===== config.mk =====
export PLATFORM = sky130hd
export DESIGN_NAME = power_rail_sequencer
export DESIGN_NICKNAME = d
export VERILOG_FILES = /design/src/rtl/psq_pkg.sv /design/src/rtl/power_rail_sequencer.sv /design/src/rtl/psq_step.sv
export SDC_FILE = /design/constraint.sdc
export NUM_CORES = 1
export LEC_CHECK = 0
export ABC_AREA = 1
export ABC_CLOCK_PERIOD_IN_PS = 14900
export BUFFER_PORTS_ARGS = -buffer_cell sky130_fd_sc_hd__buf_4
export CAP_MARGIN = 20
export CORE_ASPECT_RATIO = 0.7
export CORE_MARGIN = 5
export CORE_UTILIZATION = 30
export DETAILED_ROUTE_END_ITERATION = 8
export PLACE_DENSITY = 0.4
export RECOVER_POWER = 50
export SETUP_SLACK_MARGIN = 0.2
export SLEW_MARGIN = 30
export SYNTH_ARGS = -nofsm -noshare
export SYNTH_HDL_FRONTEND = slang
export SYNTH_SLANG_ARGS = --single-unit
export TNS_END_PERCENT = 10

===== constraint.sdc =====
create_clock -name clk -period 14.9 [get_ports clk]
set_input_delay 1.49 -clock clk [delete_from_list [all_inputs] [get_ports clk]]
set_output_delay 1.49 -clock clk [all_outputs]
set_load 0.01 [all_outputs]

===== src/rtl/psq_pkg.sv =====
// ----------------------------------------------------------------------------
// psq_pkg
// Types, codes and reset values shared by the power rail sequencer files.
// ----------------------------------------------------------------------------
package psq_pkg;

    localparam int TICK_W   = 32;
    localparam int SETTLE_W = 16;
    localparam int CFG_IDX_W = 2;

    localparam int S_TDATA_W = 8;
    localparam int M_TDATA_W = 16;

    // rail enable bit positions
    localparam int RAIL_5V   = 0;
    localparam int RAIL_HOST = 1;
    localparam int RAIL_3V3  = 2;
    localparam int RAIL_48V  = 3;
    localparam int RAIL_12V  = 4;
    localparam int RAIL_N    = 5;

    localparam logic [2:0] HOST_STEP_5V       = 3'd0;
    localparam logic [2:0] HOST_STEP_WAIT_OFF = 3'd1;
    localparam logic [2:0] HOST_STEP_SETTLE   = 3'd2;
    localparam logic [2:0] HOST_STEP_POWER    = 3'd3;
    localparam logic [2:0] HOST_STEP_WAIT_RST = 3'd4;
    localparam logic [2:0] HOST_STEP_RST_WAIT = 3'd5;
    localparam logic [2:0] HOST_STEP_3V3      = 3'd6;
    localparam logic [2:0] HOST_STEP_LAST     = 3'd6;

    localparam logic [1:0] MOTOR_STEP_48V    = 2'd0;
    localparam logic [1:0] MOTOR_STEP_SETTLE = 2'd1;
    localparam logic [1:0] MOTOR_STEP_12V    = 2'd2;

    localparam logic [CFG_IDX_W-1:0] CFG_HOST_SETTLE     = 2'd0;
    localparam logic [CFG_IDX_W-1:0] CFG_RESET_SETTLE    = 2'd1;
    localparam logic [CFG_IDX_W-1:0] CFG_MOTOR_SETTLE    = 2'd2;
    localparam logic [CFG_IDX_W-1:0] CFG_SHUTDOWN_CLEAR  = 2'd3;

    localparam logic [SETTLE_W-1:0] SHUTDOWN_COUNT_MAX = '1;

    typedef struct packed {
        logic off_request_level;
        logic host_reset_level;
        logic switch_event;
        logic off_request_event;
    } psq_item_t;

    typedef struct packed {
        logic rail_5v_on;
        logic host_power_on;
        logic rail_3v3_on;
        logic rail_48v_on;
        logic rail_12v_on;
        logic switch_clear_level;
        logic buzzer_start;
        logic host_ready;
        logic motor_ready;
        logic system_enabled;
    } psq_result_t;

    typedef struct packed {
        logic [SETTLE_W-1:0] host_settle_ticks;
        logic [SETTLE_W-1:0] reset_settle_ticks;
        logic [SETTLE_W-1:0] motor_settle_ticks;
        logic [SETTLE_W-1:0] shutdown_clear_ticks;
    } psq_cfg_t;

    typedef struct packed {
        logic                mode_flag;
        logic [2:0]          host_step;
        logic [TICK_W-1:0]   host_mark;
        logic [1:0]          motor_step;
        logic [TICK_W-1:0]   motor_mark;
        logic [TICK_W-1:0]   tick_count;
        logic                host_done;
        logic                motor_done;
        logic [RAIL_N-1:0]   rail_enables;
        logic                shutdown_latched;
        logic [SETTLE_W-1:0] shutdown_count;
        logic                switch_clear;
    } psq_state_t;

    localparam psq_cfg_t PSQ_CFG_RESET = '{
        host_settle_ticks:    16'd50,
        reset_settle_ticks:   16'd20,
        motor_settle_ticks:   16'd50,
        shutdown_clear_ticks: 16'd300
    };

    localparam psq_state_t PSQ_STATE_RESET = '{
        mode_flag:        1'b0,
        host_step:        HOST_STEP_5V,
        host_mark:        '0,
        motor_step:       MOTOR_STEP_48V,
        motor_mark:       '0,
        tick_count:       '0,
        host_done:        1'b0,
        motor_done:       1'b0,
        rail_enables:     '0,
        shutdown_latched: 1'b0,
        shutdown_count:   '0,
        switch_clear:     1'b1
    };

endpackage


===== src/rtl/power_rail_sequencer.sv =====
// ----------------------------------------------------------------------------
// power_rail_sequencer
// Host and motor supply power-up sequencer with shutdown count, one tick a beat.
// ----------------------------------------------------------------------------
// Each input beat is one control tick. A beat is taken into an input register,
// run through the single-pass step logic and placed in the result register, and
// the block sustains one beat per clock while results are taken; while a result
// waits for m_tready the input register takes one more beat and then stalls, so
// s_tready drops only when both registers are full.
// Settle times and the shutdown clear count must be written through the cfg port
// only while no beat is in flight; the block itself does not enforce this.
module power_rail_sequencer
    import psq_pkg::*;
(
    input  logic                  clk,
    input  logic                  rst_n,
    input  logic                  cfg_we,
    input  logic [CFG_IDX_W-1:0]  cfg_index,
    input  logic [SETTLE_W-1:0]   cfg_wdata,
    input  logic                  s_tvalid,
    output logic                  s_tready,
    // s_tdata: off_request_level, host_reset_level, switch_event,
    // off_request_event, then zero fill
    input  logic [S_TDATA_W-1:0]  s_tdata,
    output logic                  m_tvalid,
    input  logic                  m_tready,
    // m_tdata: rail_5v_on, host_power_on, rail_3v3_on, rail_48v_on,
    // rail_12v_on, switch_clear_level, buzzer_start, host_ready,
    // motor_ready, system_enabled, then zero fill
    output logic [M_TDATA_W-1:0]  m_tdata
);

    psq_cfg_t    cfg_reg;
    psq_state_t  state_reg;
    psq_state_t  state_next;
    psq_item_t   item_reg;
    psq_result_t result_next;
    psq_result_t result_reg;
    logic        in_valid_reg;
    logic        in_valid_next;
    logic        out_valid_reg;
    logic        out_valid_next;
    logic        fire;
    logic        take;

    psq_step u_step (
        .state_cur (state_reg),
        .cfg       (cfg_reg),
        .item      (item_reg),
        .state_nxt (state_next),
        .result    (result_next)
    );

    assign fire     = in_valid_reg && (!out_valid_reg || m_tready);
    assign s_tready = !in_valid_reg || fire;
    assign take     = s_tvalid && s_tready;

    always_comb
    begin
        in_valid_next = in_valid_reg;
        if (take)
            in_valid_next = 1'b1;
        else if (fire)
            in_valid_next = 1'b0;

        out_valid_next = out_valid_reg;
        if (fire)
            out_valid_next = 1'b1;
        else if (m_tready)
            out_valid_next = 1'b0;
    end

    always_ff @(posedge clk or negedge rst_n)
    begin
        if (!rst_n)
        begin
            in_valid_reg  <= 1'b0;
            out_valid_reg <= 1'b0;
            state_reg     <= PSQ_STATE_RESET;
            cfg_reg       <= PSQ_CFG_RESET;
        end
        else
        begin
            in_valid_reg  <= in_valid_next;
            out_valid_reg <= out_valid_next;
            if (fire)
                state_reg <= state_next;
            if (cfg_we)
            begin
                unique case (cfg_index)
                    CFG_HOST_SETTLE:    cfg_reg.host_settle_ticks    <= cfg_wdata;
                    CFG_RESET_SETTLE:   cfg_reg.reset_settle_ticks   <= cfg_wdata;
                    CFG_MOTOR_SETTLE:   cfg_reg.motor_settle_ticks   <= cfg_wdata;
                    CFG_SHUTDOWN_CLEAR: cfg_reg.shutdown_clear_ticks <= cfg_wdata;
                endcase
            end
        end
    end

    // payload registers, qualified by the valid flags
    always_ff @(posedge clk)
    begin
        if (take)
        begin
            item_reg.off_request_level <= s_tdata[0];
            item_reg.host_reset_level  <= s_tdata[1];
            item_reg.switch_event      <= s_tdata[2];
            item_reg.off_request_event <= s_tdata[3];
        end
        if (fire)
            result_reg <= result_next;
    end

    assign m_tvalid = out_valid_reg;
    assign m_tdata  = {
        {(M_TDATA_W-10){1'b0}},
        result_reg.system_enabled,
        result_reg.motor_ready,
        result_reg.host_ready,
        result_reg.buzzer_start,
        result_reg.switch_clear_level,
        result_reg.rail_12v_on,
        result_reg.rail_48v_on,
        result_reg.rail_3v3_on,
        result_reg.host_power_on,
        result_reg.rail_5v_on
    };

endmodule


===== src/rtl/psq_step.sv =====
// ----------------------------------------------------------------------------
// psq_step
// Next-state and result logic for one tick of the rail sequencer.
// ----------------------------------------------------------------------------
module psq_step
    import psq_pkg::*;
(
    input  psq_state_t  state_cur,
    input  psq_cfg_t    cfg,
    input  psq_item_t   item,
    output psq_state_t  state_nxt,
    output psq_result_t result
);

    function automatic logic still_waiting(
        input logic [TICK_W-1:0]   tick,
        input logic [TICK_W-1:0]   mark,
        input logic [SETTLE_W-1:0] settle
    );
        logic [TICK_W-1:0] elapsed;
        begin
            elapsed = tick - mark;
            still_waiting = elapsed < {{(TICK_W-SETTLE_W){1'b0}}, settle};
        end
    endfunction

    // host steps fall through in one tick until a wait is not yet met
    function automatic psq_state_t host_seq(
        input psq_state_t s_in,
        input psq_cfg_t   c,
        input logic       offreq,
        input logic       rst
    );
        psq_state_t s;
        logic       stop;
        begin
            s    = s_in;
            stop = 1'b0;
            if (s.host_step > HOST_STEP_LAST)
            begin
                s.host_step = HOST_STEP_5V;
                stop = 1'b1;
            end
            if (!stop && s.host_step == HOST_STEP_5V)
            begin
                s.rail_enables[RAIL_5V] = 1'b1;
                s.host_step = HOST_STEP_WAIT_OFF;
            end
            if (!stop && s.host_step == HOST_STEP_WAIT_OFF)
            begin
                if (!offreq)
                    stop = 1'b1;
                else
                begin
                    s.host_mark = s.tick_count;
                    s.host_step = HOST_STEP_SETTLE;
                end
            end
            if (!stop && s.host_step == HOST_STEP_SETTLE)
            begin
                if (still_waiting(s.tick_count, s.host_mark, c.host_settle_ticks))
                    stop = 1'b1;
                else
                    s.host_step = HOST_STEP_POWER;
            end
            if (!stop && s.host_step == HOST_STEP_POWER)
            begin
                s.rail_enables[RAIL_HOST] = 1'b1;
                s.host_step = HOST_STEP_WAIT_RST;
            end
            if (!stop && s.host_step == HOST_STEP_WAIT_RST)
            begin
                if (!rst)
                    stop = 1'b1;
                else
                begin
                    s.host_mark = s.tick_count;
                    s.host_step = HOST_STEP_RST_WAIT;
                end
            end
            if (!stop && s.host_step == HOST_STEP_RST_WAIT)
            begin
                if (still_waiting(s.tick_count, s.host_mark, c.reset_settle_ticks))
                    stop = 1'b1;
                else
                    s.host_step = HOST_STEP_3V3;
            end
            if (!stop && s.host_step == HOST_STEP_3V3)
            begin
                s.rail_enables[RAIL_3V3] = 1'b1;
                s.host_done = 1'b1;
                s.host_step = HOST_STEP_5V;
            end
            host_seq = s;
        end
    endfunction

    function automatic psq_state_t motor_seq(
        input psq_state_t s_in,
        input psq_cfg_t   c
    );
        psq_state_t s;
        logic       go_on;
        begin
            s = s_in;
            go_on = 1'b0;
            unique case (s.motor_step)
                MOTOR_STEP_48V:
                begin
                    s.rail_enables[RAIL_48V] = 1'b1;
                    s.motor_mark = s.tick_count;
                    s.motor_step = MOTOR_STEP_SETTLE;
                end
                MOTOR_STEP_SETTLE:
                begin
                    go_on = !still_waiting(s.tick_count, s.motor_mark,
                                           c.motor_settle_ticks);
                end
                MOTOR_STEP_12V:
                begin
                    go_on = 1'b1;
                end
                default:
                begin
                    s.motor_step = MOTOR_STEP_48V;
                end
            endcase
            if (go_on)
            begin
                s.rail_enables[RAIL_12V] = 1'b1;
                s.motor_done = 1'b1;
                s.motor_step = MOTOR_STEP_48V;
            end
            motor_seq = s;
        end
    endfunction

    psq_state_t st;
    logic       buzz;
    logic       enter;

    always_comb
    begin
        st    = state_cur;
        buzz  = 1'b0;
        enter = 1'b0;

        if (item.switch_event)
            st.shutdown_latched = 1'b1;
        if (item.off_request_event)
        begin
            st.rail_enables = '0;
            st.host_done    = 1'b0;
        end

        if (st.shutdown_latched)
        begin
            if (st.shutdown_count == '0)
                buzz = 1'b1;
            else if (st.shutdown_count == cfg.shutdown_clear_ticks)
                st.switch_clear = 1'b0;
            if (st.shutdown_count != SHUTDOWN_COUNT_MAX)
                st.shutdown_count = st.shutdown_count + 1'b1;
        end

        if (!st.mode_flag)
        begin
            if (!st.host_done)
                st = host_seq(st, cfg, item.off_request_level, item.host_reset_level);
            else if (!st.motor_done)
                st = motor_seq(st, cfg);
            else
                enter = 1'b1;
            st.tick_count = st.tick_count + 1'b1;
            if (enter)
            begin
                st.mode_flag  = 1'b1;
                st.tick_count = '0;
            end
        end
        else
        begin
            if (!st.host_done && item.off_request_level)
                st = host_seq(st, cfg, item.off_request_level, item.host_reset_level);
            if (!st.motor_done)
                st = motor_seq(st, cfg);
            st.tick_count = st.tick_count + 1'b1;
        end
    end

    assign state_nxt = st;

    assign result.rail_5v_on         = st.rail_enables[RAIL_5V];
    assign result.host_power_on      = st.rail_enables[RAIL_HOST];
    assign result.rail_3v3_on        = st.rail_enables[RAIL_3V3];
    assign result.rail_48v_on        = st.rail_enables[RAIL_48V];
    assign result.rail_12v_on        = st.rail_enables[RAIL_12V];
    assign result.switch_clear_level = st.switch_clear;
    assign result.buzzer_start       = buzz;
    assign result.host_ready         = st.host_done;
    assign result.motor_ready        = st.motor_done;
    assign result.system_enabled     = st.mode_flag;

endmodule


==> flow_metrics.env <==
export IMPL_cap_violations=3
export IMPL_cts_sinks=206
export IMPL_fin_crit_sh=0.727
export IMPL_status="complete, but fails checks"
export IMPL_fillerInstances=5973
export IMPL_peakVddDrop_uv=98.5
export IMPL_routed_via_density=4.77
export IMPL_largest_reg_flops=126
export IMPL_wl_um=54500
export IMPL_multi_input_area_um2=9470
export IMPL_port_buffers=38
export IMPL_grt_util_all_layers=0.179
export IMPL_numCtsBuffers=25
export IMPL_postSynth_asyncResetShare=0.932
export IMPL_hpwl_um=43000
export IMPL_ys_types=55
export IMPL_drt_iter0_markers=1002
export IMPL_seq_area_frac_synth=0.318
export IMPL_finalCriticalPeriod_ps=10830
export IMPL_grt_pass1_vias=14200
export IMPL_syn_area_per_cell_um2=6.88
export IMPL_wl_met3_um=2700
export IMPL_worstPathArrival_ps=11140
export IMPL_drv_slew=197
export IMPL_met1Wirelength_um=30300
export IMPL_nNetsFinal=2592
export IMPL_cp_required_ps=15210
export IMPL_holdWs_ps=469
export IMPL_yosys_warnings=0
export IMPL_r2r_setup_slack_ps=4070
export IMPL_drc_errors=0
export IMPL_cts_tree="yes"
export IMPL_routed_top_layer="met5"
export IMPL_post_cts_buffers=0
export IMPL_fp_dieW_um=290
export IMPL_violations="max-capacitance violations, max-slew violations"
export IMPL_mostFrequentLayoutCell="nand2_1"
export IMPL_cts_repair_resized=0
export IMPL_synth_ff_type="dfrtp_1"
export IMPL_drive_gt1_frac=0.0686
export IMPL_power_density_nw_per_um2=213
export IMPL_antenna_found_initial=6
export IMPL_crit_path_start_kind="register"
export IMPL_syn_to_final_growth_pct=11.3
export IMPL_worst_path_most_repeated_cell="nand2_1"
export IMPL_max_slew_margin=-2.04
export IMPL_slowest_delay_ps=740
export IMPL_path_clk_slew_ps=60
export IMPL_htreeDepth=1
export IMPL_gp_congestion=0.893
export IMPL_final_cell_mix="nand2_1 (635), inv_1 (389), o21ai_0 (182)"
export IMPL_vias=15100
export IMPL_leakage_nw=9.34
export IMPL_synth_seq_cells=206
export IMPL_worst_path_max_delay_cell="o21ai_0"
export IMPL_hp_class="register to register"
export IMPL_syn_instance_count=2395
export IMPL_crit_fanout=39
export IMPL_worstSetupPathType="register to register"
export IMPL_regArea_um2=5240
export IMPL_skew_ps=24.9
export IMPL_setup_tns_ps=0
export IMPL_wl_per_cell_um=17.2
export IMPL_netlist_area_um2=16500
export IMPL_initial_core_util=0.305
export IMPL_max_freq_mhz=92.3
export IMPL_grt_max_degree=77
export IMPL_clock_latency_ps=560
export IMPL_cts_root_buf="clkbuf_16"
export IMPL_ios=49
export IMPL_gr_total_overflow=0
export IMPL_die_h_um=206
export IMPL_grt_pass1_wl_um=84200
export IMPL_coreArea_um2=54000
export IMPL_worst_slew_pin_slew_ps=4560
export IMPL_die_area_um2=59800
export IMPL_cts_hold_fix_buffers=0
export IMPL_cts_buffer_depth=3
export IMPL_antenna_left=0
export IMPL_setup_violations=0
export IMPL_end_kind="register"
export IMPL_rows=71
export IMPL_drtPass1Iterations=5
export IMPL_wl_met2_um=20400
export IMPL_rsz0062_at_grt="false"
export IMPL_synth_enable_flop_cells=14
export IMPL_hold_viol_final=0
synth_stat cells, drive strengths merged (25+ instances only):
cell type  instances  area share
nand2            647        0.15
inv              414       0.094
o21ai            202       0.062
nor2             183       0.043
dfrtp            179        0.27
a21oi            171       0.052
ha               140        0.11
nand3            104       0.037
xor2              63       0.033
clkbuf            44       0.010
nor3              44       0.014
nand4             35       0.013
xnor2             25       0.013
where the power goes:
part	internal [mW]	leakage, nW	switching (mW)
registers	0.669	2.41	0.0868
clock network	0.371	0.405	0.262
logic	0.869	6.53	1.64
total	1.91	9.34	1.99
per-layer routing:
metal / GRT usage / vias up
met2: 0.250 / 300
met4: 0.0324 / 2
met1: 0.292 / 7000
met5: 0 / -
li1: - / 7746
met3: 0.0225 / 54
final timing paths:
check                                    start            end  cells past startpoint
worst max-delay path            state_reg[124]     m_tdata[2]                     58
worst min-delay path              state_reg[0]   state_reg[0]                      2
worst max register to register  state_reg[124]     m_tdata[2]                     58
worst min register to register    state_reg[0]   state_reg[0]                      2
max in group asynchronous                rst_n  state_reg[89]                      2
min in group asynchronous                rst_n    cfg_reg[37]                      1
kinds of logic (layout without fill, tap and decap cells):
group	after synthesis	in the layout	synth area share
DFF	206	206	0.318
buffers and inverters	472	507	0.110
xor gates and xnor gates	88	88	0.0468
other	1	9	0.000227
AOI/OAI and AO/OA	434	434	0.143
and+or+nand+nor	1047	1047	0.270
muxes	4	4	0.00250
adders and majority gates	143	143	0.110
area by class of cell:
type                       instances  share of cell area
clock inverter                     8             0.00525
tap                              730              0.0498
timing repair buffer              47              0.0178
clock buffer                      36              0.0396
inverter                         416              0.0851
antenna                            3            0.000409
sequential                       206               0.286
multi-input combinational       1722               0.516
worst max-delay path: cells and delay by family (launching register included):
kind / cells / cell delay [ps]
DFF: 1 / 460
xor gates and xnor gates: 2 / 380
and+or+nand+nor: 38 / 4770
buffers and inverters: 6 / 1250
AOI/OAI and AO/OA: 7 / 2200
adders and majority gates: 5 / 1510
per-stage QoR:
stage	power [mW]	std cells	instance area, um2	utilization	worst slack, ps
finish	3.90	3168	18300	0.340	4070
global route	4.32	3165	18300	0.339	2910
CTS	3.94	3165	18400	0.340	4110
detailed placement	3.27	3121	17600	0.325	4200
global placement	3.24	3121	17500	0.325	4170
floorplan	2.57	2400	16500	-	6690
Note: power is estimated with default switching activity, not from simulation.
